===== config.mk =====
export PLATFORM = sky130hd
export DESIGN_NAME = chunked_body_decoder
export DESIGN_NICKNAME = d
export VERILOG_FILES = /design/src/hw/rtl/cbd_pkg.sv /design/src/hw/rtl/cbd_front.sv /design/src/hw/rtl/cbd_queue.sv /design/src/hw/rtl/cbd_back.sv /design/src/hw/rtl/chunked_body_decoder.sv
export SDC_FILE = /design/constraint.sdc
export NUM_CORES = 1
export LEC_CHECK = 0
export ABC_AREA = 0
export BUFFER_PORTS_ARGS = -buffer_cell sky130_fd_sc_hd__buf_4
export CAP_MARGIN = 5
export CORE_MARGIN = 5
export CORE_UTILIZATION = 25
export DETAILED_ROUTE_END_ITERATION = 10
export HOLD_SLACK_MARGIN = 0.15
export PLACE_DENSITY = 0.41
export SETUP_SLACK_MARGIN = 0.5
export SLEW_MARGIN = 20
export SYNTH_ARGS = -nofsm -noshare
export SYNTH_HDL_FRONTEND = slang
export SYNTH_SLANG_ARGS = --single-unit

===== constraint.sdc =====
create_clock -name i_clk -period 3.6 [get_ports i_clk]
set_input_delay 0 -clock i_clk [delete_from_list [all_inputs] [get_ports i_clk]]
set_output_delay 0 -clock i_clk [all_outputs]
set_load 0.02 [all_outputs]

===== src/hw/rtl/cbd_pkg.sv =====
// Shared types and constants of the chunked body decoder.
package cbd_pkg;

    // Parser phase of the front end.
    typedef enum logic [2:0] {
        PH_LINE = 3'd0,
        PH_DATA = 3'd1,
        PH_SKIP = 3'd2,
        PH_DONE = 3'd3
    } t_phase;

    // Progress through a size line.
    typedef enum logic [1:0] {
        ST_WS     = 2'd0,
        ST_DIGITS = 2'd1,
        ST_IGNORE = 2'd2
    } t_stage;

    // One decoded result word as it travels through the queue.
    typedef struct packed {
        logic [7:0] payload_byte;
        logic       body_end;
    } t_result;

    localparam int unsigned TRAIL_SKIP = 2;
    localparam int unsigned QDEPTH     = 4;
    localparam int unsigned QAW        = $clog2(QDEPTH);

    localparam logic [7:0] CH_LF    = 8'h0A;
    localparam logic [7:0] CH_TAB   = 8'h09;
    localparam logic [7:0] CH_VT    = 8'h0B;
    localparam logic [7:0] CH_FF    = 8'h0C;
    localparam logic [7:0] CH_CR    = 8'h0D;
    localparam logic [7:0] CH_SPACE = 8'h20;

endpackage


===== src/hw/rtl/cbd_front.sv =====
// Front end: accepts raw body words, parses size lines and tracks chunk progress.
module cbd_front #(
    parameter int SIZE_BITS = 32
) (
    input  logic            i_clk,
    input  logic            i_rst_n,
    input  logic            i_valid,
    input  logic [7:0]      i_body_byte,
    input  logic            i_body_start,
    input  logic            i_space,
    output logic            o_ready,
    output logic            o_push,
    output cbd_pkg::t_result o_entry
);
    import cbd_pkg::*;

    t_phase               r_phase, n_phase, eff_phase;
    t_stage               r_stage, n_stage, eff_stage;
    logic [SIZE_BITS-1:0] r_accum, n_accum, eff_accum;
    logic [SIZE_BITS-1:0] r_left, n_left, left_dec;
    logic                 accept;
    logic                 hex_ok;
    logic [3:0]           hex_dig;
    logic                 blank;

    assign o_ready = i_space;
    assign accept  = i_valid && i_space;

    // Hex digit decode of the incoming word.
    always_comb begin
        hex_ok  = 1'b1;
        hex_dig = 4'd0;
        if (i_body_byte >= 8'h30 && i_body_byte <= 8'h39) begin
            hex_dig = 4'(i_body_byte - 8'h30);
        end else if (i_body_byte >= 8'h61 && i_body_byte <= 8'h66) begin
            hex_dig = 4'(i_body_byte - 8'h57);
        end else if (i_body_byte >= 8'h41 && i_body_byte <= 8'h46) begin
            hex_dig = 4'(i_body_byte - 8'h37);
        end else begin
            hex_ok = 1'b0;
        end
    end

    assign blank = (i_body_byte == CH_SPACE) || (i_body_byte == CH_TAB) ||
                   (i_body_byte == CH_CR) || (i_body_byte == CH_VT) ||
                   (i_body_byte == CH_FF);

    // A start flag puts the parser at a fresh size line before this word is seen.
    assign eff_phase = i_body_start ? PH_LINE : r_phase;
    assign eff_stage = i_body_start ? ST_WS : r_stage;
    assign eff_accum = i_body_start ? '0 : r_accum;
    assign left_dec  = (r_left != '0) ? r_left - SIZE_BITS'(1) : '0;

    // Next state.
    always_comb begin
        n_phase = r_phase;
        n_stage = r_stage;
        n_accum = r_accum;
        n_left  = r_left;
        if (accept) begin
            n_phase = eff_phase;
            n_stage = eff_stage;
            n_accum = eff_accum;
            unique case (eff_phase)
                PH_LINE: begin
                    if (i_body_byte == CH_LF) begin
                        // Only a line with digits can hold a non-zero size.
                        if (eff_accum != '0) begin
                            n_left  = eff_accum;
                            n_phase = PH_DATA;
                        end else begin
                            n_phase = PH_DONE;
                        end
                    end else if (eff_stage != ST_IGNORE) begin
                        if (hex_ok) begin
                            // Shifting in a digit overflows only if the top nibble is set.
                            if (eff_accum[SIZE_BITS-1 -: 4] != 4'd0) begin
                                n_accum = '1;
                            end else begin
                                n_accum = {eff_accum[SIZE_BITS-5:0], hex_dig};
                            end
                            n_stage = ST_DIGITS;
                        end else if (!(eff_stage == ST_WS && blank)) begin
                            n_stage = ST_IGNORE;
                        end
                    end
                end
                PH_DATA: begin
                    n_left = r_left - SIZE_BITS'(1);
                    if (r_left == SIZE_BITS'(1)) begin
                        n_phase = PH_SKIP;
                        n_left  = SIZE_BITS'(TRAIL_SKIP);
                    end
                end
                PH_SKIP: begin
                    n_left = left_dec;
                    if (left_dec == '0) begin
                        n_phase = PH_LINE;
                        n_stage = ST_WS;
                        n_accum = '0;
                    end
                end
                default: begin
                end
            endcase
        end
    end

    // Result generation.
    always_comb begin
        o_push               = 1'b0;
        o_entry.payload_byte = 8'd0;
        o_entry.body_end     = 1'b0;
        unique case (eff_phase)
            PH_LINE: begin
                if (i_body_byte == CH_LF && eff_accum == '0) begin
                    o_push           = accept;
                    o_entry.body_end = 1'b1;
                end
            end
            PH_DATA: begin
                o_push               = accept;
                o_entry.payload_byte = i_body_byte;
            end
            default: begin
            end
        endcase
    end

    always_ff @(posedge i_clk) begin
        if (!i_rst_n) begin
            r_phase <= PH_LINE;
            r_stage <= ST_WS;
            r_accum <= '0;
            r_left  <= '0;
        end else begin
            r_phase <= n_phase;
            r_stage <= n_stage;
            r_accum <= n_accum;
            r_left  <= n_left;
        end
    end

endmodule


===== src/hw/rtl/cbd_queue.sv =====
// Short result queue between the front end and the output stage.
module cbd_queue (
    input  logic             i_clk,
    input  logic             i_rst_n,
    input  logic             i_push,
    input  cbd_pkg::t_result i_entry,
    input  logic             i_pop,
    output logic             o_space,
    output logic             o_valid,
    output cbd_pkg::t_result o_entry
);
    import cbd_pkg::*;

    t_result          r_mem [QDEPTH];
    logic [QAW-1:0]   r_wr, r_rd;
    logic [QAW:0]     r_count, n_count;
    logic             do_pop;

    assign o_space = (r_count != (QAW+1)'(QDEPTH));
    assign o_valid = (r_count != '0);
    assign o_entry = r_mem[r_rd];
    assign do_pop  = i_pop && o_valid;

    always_comb begin
        n_count = r_count;
        if (i_push && !do_pop) begin
            n_count = r_count + (QAW+1)'(1);
        end else if (!i_push && do_pop) begin
            n_count = r_count - (QAW+1)'(1);
        end
    end

    always_ff @(posedge i_clk) begin
        if (i_push) begin
            r_mem[r_wr] <= i_entry;
        end
    end

    always_ff @(posedge i_clk) begin
        if (!i_rst_n) begin
            r_wr    <= '0;
            r_rd    <= '0;
            r_count <= '0;
        end else begin
            r_count <= n_count;
            if (i_push) begin
                r_wr <= r_wr + QAW'(1);
            end
            if (do_pop) begin
                r_rd <= r_rd + QAW'(1);
            end
        end
    end

endmodule


===== src/hw/rtl/cbd_back.sv =====
// Output stage: holds one result word for the receiver and refills from the queue.
module cbd_back (
    input  logic             i_clk,
    input  logic             i_rst_n,
    input  logic             i_q_valid,
    input  cbd_pkg::t_result i_q_entry,
    output logic             o_q_pop,
    input  logic             i_ready,
    output logic             o_valid,
    output logic [7:0]       o_payload_byte,
    output logic             o_body_end
);
    import cbd_pkg::*;

    logic    r_valid;
    t_result r_data;

    assign o_q_pop        = i_q_valid && (!r_valid || i_ready);
    assign o_valid        = r_valid;
    assign o_payload_byte = r_data.payload_byte;
    assign o_body_end     = r_data.body_end;

    always_ff @(posedge i_clk) begin
        if (o_q_pop) begin
            r_data <= i_q_entry;
        end
    end

    always_ff @(posedge i_clk) begin
        if (!i_rst_n) begin
            r_valid <= 1'b0;
        end else if (o_q_pop) begin
            r_valid <= 1'b1;
        end else if (i_ready) begin
            r_valid <= 1'b0;
        end
    end

endmodule


===== src/hw/rtl/chunked_body_decoder.sv =====
// Top level of the chunked body decoder.
//
// The input channel carries one raw word of a chunked message body per handshake
// (i_valid / o_ready), with i_body_start flagging the first word of a new body.
// The output channel (o_valid / i_ready) carries payload words, and a single
// end word with o_body_end set once a zero-size or digitless size line is seen.
// The front end parses size lines and counts chunk bytes, accepting one word
// per cycle while the queue has room; a four-entry queue separates it from
// the output register, so the front keeps taking words while a result waits
// for the receiver. Throughput is one word per cycle whenever the receiver
// takes results as they come. The edge that accepts a word writes its result
// into the queue, and a later edge loads it into the free output register.
// When the receiver stalls, the queue fills and o_ready drops once all four
// entries are held; words that produce no result (size lines, trailing CR LF,
// words after the end) also wait while the queue is full.
// Reset clears the parser to the start of a size line and empties the queue and
// the output register. SIZE_BITS sets the width of the chunk size accumulator;
// sizes that overflow it saturate at the all-ones value.
module chunked_body_decoder #(
    parameter int SIZE_BITS = 32
) (
    input  logic       i_clk,
    input  logic       i_rst_n,
    input  logic       i_valid,
    output logic       o_ready,
    input  logic [7:0] i_body_byte,
    input  logic       i_body_start,
    output logic       o_valid,
    input  logic       i_ready,
    output logic [7:0] o_payload_byte,
    output logic       o_body_end
);
    import cbd_pkg::*;

    logic    push;
    logic    space;
    logic    q_valid;
    logic    q_pop;
    t_result push_entry;
    t_result q_entry;

    cbd_front #(
        .SIZE_BITS(SIZE_BITS)
    ) u_front (
        .i_clk       (i_clk),
        .i_rst_n     (i_rst_n),
        .i_valid     (i_valid),
        .i_body_byte (i_body_byte),
        .i_body_start(i_body_start),
        .i_space     (space),
        .o_ready     (o_ready),
        .o_push      (push),
        .o_entry     (push_entry)
    );

    cbd_queue u_queue (
        .i_clk   (i_clk),
        .i_rst_n (i_rst_n),
        .i_push  (push),
        .i_entry (push_entry),
        .i_pop   (q_pop),
        .o_space (space),
        .o_valid (q_valid),
        .o_entry (q_entry)
    );

    cbd_back u_back (
        .i_clk         (i_clk),
        .i_rst_n       (i_rst_n),
        .i_q_valid     (q_valid),
        .i_q_entry     (q_entry),
        .o_q_pop       (q_pop),
        .i_ready       (i_ready),
        .o_valid       (o_valid),
        .o_payload_byte(o_payload_byte),
        .o_body_end    (o_body_end)
    );

endmodule


; Word-level counts from Yosys, hierarchy flattened
; Memories as Yosys holds them, arrays and structs flattened. A register that Yosys moved wholly into a read port is not among the register bits.
; Cells that the tools add are included.
[word_totals]
mem_count = 1
mem_bits_rw = 36
wordCells = 108
register_bits = 77
output_inout_bits = 11
[op_classes]
n_eq_ne = 13
n_reduce_logical = 30
magnitude_cmp = 6
add_sub_neg = 8
mux = 42
[mem_list]
columns = name, words, width, rd, rd_ports_with_merged_regs, write_ports, line_no
row1 = u_queue.r_mem, 4, 9, 1, 1, 1, cbd_queue.sv:14  ; t_result r_mem [QDEPTH];
[op_table]
columns = operator, n
row1 = $mux 32, 10
row2 = $pmux 32 s3, 1
row3 = $logic_not 32->1, 2
row4 = $pmux 32 s2, 1
row5 = $reduce_bool 32->1, 2
row6 = $eq 8x4->1 const B, 5
row7 = $eq 32x1->1 const B, 1
row8 = $sub 32x1->32 const B, 1
row9 = $mux 3, 6
row10 = $ge 8x7->1 const B, 2
row11 = $le 8x7->1 const B, 2
row12 = $mux 2, 7
row13 = $mux 4, 3
row14 = $logic_and 1x1->1, 10
row15 = $mux 1, 10
row16 = $pmux 3 s3, 1
row17 = $eq 8x6->1 const B, 1
row18 = $ge 8x6->1 const B, 1
row19 = $le 8x6->1 const B, 1
row20 = $mux 8, 1
row21 = $sub 4x3->4 const B, 2
row22 = $reduce_bool 3->1, 2
row23 = $logic_or 1x1->1, 5
row24 = $add 2x1->2 const B, 2
row25 = other kinds (16), 20

; Logic depth before layout (Yosys ltp)
; Gate-level depths: netlist of run 1.
[logic_depth]
word_depth = 11
depth_mapped = 12
depth_no_buf = 12

; Modules after synthesis
; From an unflattened synthesis of run 1, not the netlist that was laid out.
[hier_totals]
hier_cells = 739
area_unflattened_um2 = 6812.8
[modules_own_cells]
columns = module, instances, seq_area_each_um2, cells_each, area_each_um2
row1 = cbd_front, 1, 1381.3, 635, 4724.5
row2 = cbd_queue, 1, 1261.2, 91, 1770.4
row3 = cbd_back, 1, 290.3, 13, 317.8

; Worst setup path after synthesis of run 1
; Ideal clock, no wire load.
[synth_path]
path_kind = register to register
start = register u_front.r_left[0]
end = register u_front.r_accum[11]
required_ps = 3483
path_stages_with_launch = 12
setup_ps = 117
synth_period_minus_slack_ps = 3024
slack_ps = 576
t_arrival_ps = 2907
cell_sequence = dfxtp_1 inv_1 ha_1 or3b_2 or3_4 nor3b_4 xor2_2 nor4_4 or2_1 a21boi_2 buf_6 a22o_1
[synth_via]
elab_chain_len = 5
[synth_rtl]
columns = element, line_no
row1 = "start, declared", cbd_front.sv:20  ; logic [SIZE_BITS-1:0] r_left, n_left, left_dec;
row2 = "start signal, assigned", cbd_front.sv:140  ; r_left <= n_left;
row3 = $sub 32x1->32 / $reduce_bool 32->1 (equally long branches), cbd_front.sv:52  ; assign left_dec = (r_left != '0) ? r_left - SIZE_BITS'(1) : '0;
row4 = $mux 32 (*), cbd_front.sv:52
row5 = $logic_not 32->1 (*), cbd_front.sv:97  ; if (left_dec == '0) begin
row6 = $mux 32 (*), cbd_front.sv:97
row7 = $pmux 32 s2 (*), cbd_front.sv:64  ; unique case (eff_phase)
row8 = "end signal, assigned", cbd_front.sv:139  ; r_accum <= n_accum;
row9 = "end, declared", cbd_front.sv:19  ; logic [SIZE_BITS-1:0] r_accum, n_accum, eff_accum;
; Every way passes the cells marked *; elsewhere a longest branch is shown, timed or not.
; A chain may end at the register's enable or synchronous reset.

; Final worst setup path of run 1
[layout_path]
start = register u_front.r_left[0]
end = register u_front.r_accum[7]
; The elaborated chain is that of the path after synthesis.

==> impl_metrics.ini, run 1 <==
[run_status]
outcome = finished clean

[worst_setup_path]
critPathArrivalTime_ns = 3.31
crit_chain = buf_4 > nor4_2 > buf_4 > nand4_1 > or2_4 > a2111o_1 > nor4_4 > buf_6 > or2_4 > a21boi_4 > buf_12 > a22o_1
cpLargestDelayFamily = simple AND/OR/NAND/NOR gates
critical_path_class = reg -> reg
setup.worst_path.end_class = flop
critical_path.slowest_cell = a2111o_1
setup.worst_path.start_class = flop
path_max_fanout = 11
crit_buf_inv = 4
cpPeakStageDelay_ns = 0.41
worst_ep_required_time_ns = 3.91

[synthesis]
sequential_element_share_of_the_synthesized_area_pct = 42.8
synth_flop_cell = dfxtp_1
synth_seq_cells = 122
avgSynthCellArea_um2 = 9.12
synth.distinct_cells = 77
mappedNetlistArea_mm2 = 0.00676
postSynthNetCount = 766
synthesis.yosys.warnings = 0
synth_enable_flop_cells = 45
postSynth.asyncResetShare_pct = 0
synthesis.instances = 741

[routing]
detail_route.vias_per_cell = 5.16
dr_pass1_iterations = 5
average_wire_per_standard_cell_um = 18.9
detailedRoute.firstIterationViolations = 499
detailroute.via_count = 5906
number_of_remaining_drc_errors = 0
route.final.wire_length_um = 21700
route.antenna.remaining_nets = 0

[clocking]
htree_num_levels = 4
cts_sinks = 122
clock_insertion_delay_at_the_later_pin_of_the_skew_report_ns = 0.43
tritoncts = yes
cts_buffers = 17
clock_tree_root_driver_cell = clkbuf_16
cts-root-to-sink-buffers = 2
cts.clk_slew.worst_paths_ns = 0.07

[global_routing]
vias_in_the_first_global_route = 5890
grt_max_degree = 50
grtUsageTotal_pct = 14.4
grt_remaining_overflow = 0
grt_antenna_before_repair = 0
grt_first_pass_wirelength_um = 34900

[die]
die-width_um = 174
ioPinCount = 24
design.die.area_mm2 = 0.0304
die_h_um = 174
core-area_mm2 = 0.0268
initial_utilization_pct = 25.2
num_rows = 60

[timing]
timing.final.crit_share_pct = 83.3
fmax_mhz = 333
worst-slew-pin-transition_ns = 0.911
worst_clk_skew_ns = 0.0108
report.final.hold_viol_count = 0
finalSetupViolCount = 0
finalWorstPathRequiredPeriod_ns = 3.00
number_of_pins_exceeding_their_max_slew_limit_in_the_final_report = 0
slew-limit-headroom_pct = 39.2
fin_setup_tns_ns = 0
rsz0062_at_grt = false

[cells_and_area]
fill_cell_count = 2774
area_growth_syn_to_layout_pct = 23.8
regArea_mm2 = 0.00289
multi_input_area_mm2 = 0.00372
final_layout_size_suffix_gt1_share_pct = 18.6
layout.core_utilization_pct = 31.2
layout_common_cells = o21ai_0, dfxtp_1, nand2_1
n_antenna_cell = 0
fin_nets = 815

[place]
port_buffers = 23
gpl.final_weighted_congestion = 0.808
hpwlAfterDp_um = 15000

[pwr]
pwr_dens_mw_per_mm2 = 550
total_leakage_power_uw = 0.00315
worst_voltage_drop_across_the_vdd_grid_uv = 319

[flow_run]
maxCapViolCount = 0

[hold_path]
worstHoldPathType = in -> reg
## per-layer routing
metal  GRT usage [%]  part of all wire (%)
met5               0                     0
met4            4.12                   1.6
met3            2.46                   2.8
met2            23.1                    47
met1            20.1                    49
## logic make-up (layout without fill, tap and decap cells)
kind of cell / count (synthesis) / count (layout) / share of synthesized area (%)
fa+ha+maj: 12 / 12 / 2.33
mux: 31 / 31 / 6.37
flops: 122 / 122 / 42.8
simple gates: 279 / 279 / 21.5
buf+inv: 67 / 129 / 3.94
xor+xnor: 20 / 20 / 2.70
compound gates: 210 / 210 / 20.4
## timing repair
action / 4_1_cts / 5_1_grt
endpoints found under the setup margin: 34 / 43
hold buffers: 11 / 0
hold endpoints to repair: 69 / 0
resized for setup: 9 / 13
pin swaps: 3 / 6
setup buffers: 4 / 6
## cell type report
class                           instances  share of cell area [%]
Inverter                               17                   0.763
Sequential cell                       122                    34.6
Clock inverter                         15                    2.08
Multi-Input combinational cell        552                    44.4
Tap cell                              341                    5.10
Timing Repair Buffer                   80                    8.00
Clock buffer                           17                    5.08
## state kept, by name, summed over array words and instances, names as in the netlist
register and count:
u_queue.r_mem 36, u_front.r_accum 32, u_front.r_left 32, u_back.o_payload_byte 8
u_front.r_phase 3, u_queue.r_count 3, u_front.r_stage 2, u_queue.r_rd 2
u_queue.r_wr 2, u_back.o_body_end 1, u_back.o_valid 1
## report_power, final
group          internal [µW]  leakage [µW]  switching, µW
sequential              1560       0.00105            107
combinational            517       0.00181            673
clock                    939      0.000294            807
## synthesized netlist by cell type, types with 14 or more instances
master    number  area share (%)
nand2_1       77             4.3
nor2_1        43             2.4
mux2i_1       16             2.4
dfxtp_1       77              23
and2_1        19             1.8
nand3_1       42             3.1
xnor2_1       14             1.8
a22o_1        14             1.8
clkbuf_1      40             2.2
o21ai_0       78             5.8
a21boi_0      14             1.6
inv_1         16            0.89
a21oi_1       33             2.4
nor3_1        24             1.8
nor4_1        20             1.9
edfxtp_1      45              20
## worst register-to-register path, delay by kind of cell (launching register included)
family	cells	cell delay [ns]
buffers and inverters	4	0.68
DFF	1	0.31
AOI/OAI and AO/OA	3	0.71
and+or+nand+nor	5	1.19
## worst paths after layout
check	cells past startpoint	to	from	slack, ns
worst max-delay path	12	u_front.r_accum[7]	u_front.r_left[0]	0.60
worst min-delay path	4	u_front.r_accum[20]	i_valid	0.31
worst max register to register	12	u_front.r_accum[7]	u_front.r_left[0]	0.60
worst min register to register	2	u_front.r_left[24]	u_front.r_left[24]	0.48
## through the flow
step                std cells  hold slack, ns  total power [µW]  instance area [µm²]  setup slack [ns]
floorplan                 741           0.189              2420                 6760             0.576
global placement         1091           0.286              2820                 7450             0.227
detailed placement       1091           0.288              2810                 7450             0.218
CTS                      1138           0.252              4610                 8250             0.502
global route             1144           0.357              4850                 8370             0.493
finish                   1144           0.309              4600                 8370             0.601
Power figures use the tool's default switching activity.
==> inputs of run 2 (changes only) <==
--- a/config.mk
+++ b/config.mk
@@ -12,7 +12,7 @@
 export CORE_UTILIZATION = 25
 export DETAILED_ROUTE_END_ITERATION = 10
 export HOLD_SLACK_MARGIN = 0.15
-export PLACE_DENSITY = 0.41
+export PLACE_DENSITY = 0.42
 export SETUP_SLACK_MARGIN = 0.5
 export SLEW_MARGIN = 20
 export SYNTH_ARGS = -nofsm -noshare
==> constraint.sdc (replaced) <==
create_clock -name i_clk -period 2.55 [get_ports i_clk]
set_input_delay 0 -clock i_clk [delete_from_list [all_inputs] [get_ports i_clk]]
set_output_delay 0 -clock i_clk [all_outputs]
set_load 0.02 [all_outputs]
==> impl_metrics.ini, run 2 (synthesis gave the netlist of run 1 again) <==
[run_status]
outcome = finished, violations left
violations = setup timing

[global_routing]
grt_first_pass_wirelength_um = 36700
grt_antenna_before_repair = 0
grt_remaining_overflow = 0
grt_max_degree = 45
grtUsageTotal_pct = 15.3
vias_in_the_first_global_route = 6452

[timing]
slew-limit-headroom_pct = 35.1
worst_clk_skew_ns = 0.0150
rsz0062_at_grt = true
finalSetupViolCount = 40
timing.hold.ws_ns = 0.139
worst-slew-pin-transition_ns = 0.969
setup_ws_ns = -0.243
report.final.hold_viol_count = 0
finalWorstPathRequiredPeriod_ns = 2.79
timing.final.crit_share_pct = 110
fmax_mhz = 358
number_of_pins_exceeding_their_max_slew_limit_in_the_final_report = 0

[worst_setup_path]
critical_path_class = reg -> reg
path_max_fanout = 5
critPathArrivalTime_ns = 3.16
worst_ep_required_time_ns = 2.91
setup.worst_path.start_class = flop
setup.worst_path.end_class = flop

[pwr]
finalPower_uw = 7130
worst_voltage_drop_across_the_vdd_grid_uv = 409
pwr_dens_mw_per_mm2 = 699
total_leakage_power_uw = 0.00409

[routing]
route.final.wire_length_um = 24100
dr_pass1_iterations = 4
route.antenna.remaining_nets = 0
detail_route.vias_per_cell = 5.05
detailedRoute.firstIterationViolations = 345
detailroute.via_count = 6552
average_wire_per_standard_cell_um = 18.6
number_of_remaining_drc_errors = 0

[die]
design.die.area_mm2 = 0.0304
die_h_um = 174
num_rows = 60
die-width_um = 174
initial_utilization_pct = 25.2
ioPinCount = 24
core-area_mm2 = 0.0268

[flow_run]
maxCapViolCount = 0

[cells_and_area]
fill_cell_count = 2699
regArea_mm2 = 0.00291
largest_register_ffs = 36
layout.core_utilization_pct = 38.1
multi_input_area_mm2 = 0.00416
mostFrequentLayoutCell = buf_4
fin_nets = 968
area_growth_syn_to_layout_pct = 50.9
final_layout_size_suffix_gt1_share_pct = 40.2
layout_common_cells = buf_4, nand2_1, dfxtp_1
largest_registers = u_queue.r_mem x36, u_front.r_accum x32, u_front.r_left x32
n_antenna_cell = 0
largest_register = u_queue.r_mem
stdcell_count = 1297

[clocking]
cts-root-to-sink-buffers = 2
clock_insertion_delay_at_the_later_pin_of_the_skew_report_ns = 0.43
cts_sinks = 122
tritoncts = yes
clock_tree_root_driver_cell = clkbuf_16
htree_num_levels = 4
cts_buffers = 17
cts.clk_slew.worst_paths_ns = 0.07

[place]
gpl.final_weighted_congestion = 0.823
number_of_cells_after_detailed_placement = 1214
hpwlAfterDp_um = 16600
placement.setup.worst_slack_ns = -0.493
port_buffers = 23

[hold_path]
worstHoldPathType = in -> reg
run 2: cell types whose count changed in the layout (fill, tap and decap cells not counted), moves of 12 or more:
cell	change
buf_4	+108
o21ai_0	-37
dfxtp_1	-13
o21ai_2	+21
a21boi_0	-12
buf_6	+33
o21ai_1	+15
dfxtp_2	+12
run 2: path summary, 6_finish.rpt:
kind,depth (start not counted),slack (ns),end,from
hold / removal,5,0.14,u_front.r_accum[3],i_body_byte[0]
setup reg to reg,10,-0.24,u_front.r_accum[11],u_front.r_left[4]
setup / recovery,10,-0.24,u_front.r_accum[11],u_front.r_left[4]
hold reg to reg,2,0.49,u_front.r_left[24],u_front.r_left[24]
run 2: worst max-delay path, stage by stage, from the launching register on:
cell      delay (ns)
dfxtp_2         0.34
buf_6           0.12
or4_4           0.54
or3_4           0.37
nor3b_4         0.24
xor2_2          0.21
nor4_4          0.07
or2_4           0.27
a21boi_4        0.29
buf_12          0.16
a22o_1          0.13
run 2: report_power, final:
group	total, µW	internal [µW]	leakage, µW	switching, µW
sequential	2300	2200	0.00105	98.2
combinational	2380	1140	0.00276	1240
clock	2450	1380	0.000278	1070
total	7130	4720	0.00409	2410
run 2: layout make-up:
type	instances	area share [%]
well taps	341	4.18
clock buffers	17	4.17
flip-flops and latches	122	28.5
multi-input cells	553	40.8
inverters	17	0.625
repair buffers	232	20.3
clock inverters	15	1.47
run 2: what timing repair did:
action	CTS	global route
endpoints found under the setup margin	108	108
hold buffers	13	0
gates resized for setup	61	126
pin swaps	44	91
setup buffers	12	18
endpoints found under the hold margin	65	0
gates cloned	4	4
run 2: per-layer routing:
metal | up-vias | global-route usage (%) | wire length, µm
met5 | - | 0 | 0
met4 | 0 | 4.45 | 289
met3 | 19 | 2.48 | 675
met2 | 129 | 25.3 | 11700
met1 | 3225 | 20.5 | 11500
li1 | 3179 | - | -
run 2: per-stage QoR:
stage               setup TNS (ns)  instance area (µm²)
finish                       -6.88                10200
detailed placement          -11.75                 8520
floorplan                   -0.887                 6870
global route                -13.46                10200
global placement            -12.71                 8520
CTS                          -7.46                 9580
==> inputs of run 3 (changes only) <==
--- a/config.mk
+++ b/config.mk
@@ -12,7 +12,7 @@
 export CORE_UTILIZATION = 25
 export DETAILED_ROUTE_END_ITERATION = 10
 export HOLD_SLACK_MARGIN = 0.15
-export PLACE_DENSITY = 0.42
+export PLACE_DENSITY = 0.41
 export SETUP_SLACK_MARGIN = 0.5
 export SLEW_MARGIN = 20
 export SYNTH_ARGS = -nofsm -noshare
==> constraint.sdc (replaced) <==
create_clock -name i_clk -period 2.6 [get_ports i_clk]
set_input_delay 0 -clock i_clk [delete_from_list [all_inputs] [get_ports i_clk]]
set_output_delay 0 -clock i_clk [all_outputs]
set_load 0.02 [all_outputs]
==> impl_metrics.ini, run 3 (synthesis gave the netlist of run 1 again) <==
[worst_setup_path]
path_max_fanout = 6
crit_buf_inv = 3
critical_path_class = reg -> reg
critPathArrivalTime_ns = 3.12
setup.worst_path.end_class = flop
cpLargestDelayFamily = simple AND/OR/NAND/NOR gates
setup.worst_path.start_class = flop
cpPeakStageDelay_ns = 0.55
worst_ep_required_time_ns = 2.92
critical_path.slowest_cell = or4_4
crit_chain = buf_6 > or4_4 > nor2_4 > a31oi_1 > a2111o_1 > nor4_4 > buf_4 > or2_4 > a21boi_4 > buf_6 > a22o_1
top_cell_by_count_worst_path = buf_6

[global_routing]
grt_max_degree = 42
grtUsageTotal_pct = 15.5
grt-busiest-layer = met2
grtUsageMet3_pct = 2.37
grtUsageMet1_pct = 21.0
grt_remaining_overflow = 0
grt_util_met2_pct = 25.8
grt_antenna_before_repair = 0
grt_first_pass_wirelength_um = 37200
vias_in_the_first_global_route = 6422

[cells_and_area]
layout.core_utilization_pct = 38.3
largest_register_ffs = 36
largest_register = u_queue.r_mem
fill_cell_count = 2677
multi_input_area_mm2 = 0.00413
fin_nets = 967
n_antenna_cell = 0
layout_common_cells = buf_4, nand2_1, dfxtp_1
largest_registers = u_queue.r_mem x36, u_front.r_accum x32, u_front.r_left x32
mostFrequentLayoutCell = buf_4
regArea_mm2 = 0.00291
area_growth_syn_to_layout_pct = 51.7
final_layout_size_suffix_gt1_share_pct = 39.6

[routing]
route.antenna.remaining_nets = 0
number_of_remaining_drc_errors = 0
detailroute.via_count = 6467
detail_route.vias_per_cell = 4.99
dr_pass1_iterations = 5
route.final.wire_length_um = 23900
average_wire_per_standard_cell_um = 18.4
detailedRoute.firstIterationViolations = 380

[timing]
finalSetupViolCount = 31
number_of_pins_exceeding_their_max_slew_limit_in_the_final_report = 0
timing.hold.ws_ns = 0.158
timing.final.crit_share_pct = 108
fmax_mhz = 357
rsz0062_at_grt = true
report.final.hold_viol_count = 0
worst_clk_skew_ns = 0.0146
setup_ws_ns = -0.202
fin_setup_tns_ns = -4.69
slew-limit-headroom_pct = 36.4
finalWorstPathRequiredPeriod_ns = 2.80
worst-slew-pin-transition_ns = 0.950

[pwr]
total_leakage_power_uw = 0.00416
finalPower_uw = 7100
pwr_dens_mw_per_mm2 = 692
worst_voltage_drop_across_the_vdd_grid_uv = 358

[run_status]
outcome = finished, violations left
violations = setup timing

[place]
gpl.final_weighted_congestion = 0.839
hpwlAfterDp_um = 16600
placement.setup.worst_slack_ns = -0.402
port_buffers = 23

[die]
die_h_um = 174
design.die.area_mm2 = 0.0304
initial_utilization_pct = 25.2
core-area_mm2 = 0.0268
die-width_um = 174
ioPinCount = 24
num_rows = 60

[clocking]
cts.clk_slew.worst_paths_ns = 0.07
cts_buffers = 17
cts-root-to-sink-buffers = 2
clock_insertion_delay_at_the_later_pin_of_the_skew_report_ns = 0.43
clock_tree_root_driver_cell = clkbuf_16
tritoncts = yes
cts_sinks = 122
htree_num_levels = 4

[hold_path]
worstHoldPathType = in -> reg

[flow_run]
maxCapViolCount = 0
[run 3: changes by cell type in the layout (fill, tap and decap cells not counted), moves of 3 or more]
cell     change
a21oi_2      -8
o21ai_2      -8
a21oi_1      +7
buf_4        -7
inv_8        +6
o21ai_0      +6
buf_6        +5
inv_6        -5
nor3_2       +3
[run 3: final timing paths]
path	startpoint	to	slack [ns]	cells after the start
worst max-delay path	u_front.r_left[7]	u_front.r_accum[8]	-0.20	11
worst min-delay path	i_body_byte[0]	u_front.r_accum[3]	0.16	5
worst max register to register	u_front.r_left[7]	u_front.r_accum[8]	-0.20	11
worst min register to register	u_front.r_left[24]	u_front.r_left[24]	0.47	2
[run 3: area by class of cell]
type	count	share of cell area, %
multi-input combinational	552	40.3
sequential	122	28.4
timing repair buffer	232	20.8
tap	341	4.16
clock buffer	17	4.15
clock inverter	15	1.66
inverter	17	0.622
[run 3: timing repair]
item	4_1_cts	5_1_grt
gates cloned	3	3
hold endpoints to repair	67	0
pin swaps	50	25
setup buffers	26	8
resized for setup	137	34
setup endpoints to repair	106	108
hold buffers	12	0
[run 3: routing by layer]
metal,up-vias,part of all wire (%)
li1,3174,-
met1,3149,46
met2,124,49
met3,20,3.4
met4,0,1.4
met5,-,0
[run 3: report_power, final]
group | switching (µW) | internal (µW) | leakage, µW
sequential | 125 | 2160 | 0.00105
combinational | 1160 | 1170 | 0.00281
clock | 1100 | 1380 | 0.000290
[run 3: through the flow]
| stage | cell area [µm²] | instances |
|---|---|---|
| after floorplan | 6870 | 741 |
| after global placement | 8520 | 1212 |
| after detailed placement | 8520 | 1212 |
| after CTS | 9990 | 1285 |
| after global routing | 10300 | 1296 |
| final | 10300 | 1296 |
[run 3: tightest hold or removal path, stage by stage]
cell and delay [ns]:
buf_4 0.12, a31oi_1 0.10, xnor2_1 0.15, a21o_1 0.10, a21boi_0 0.06
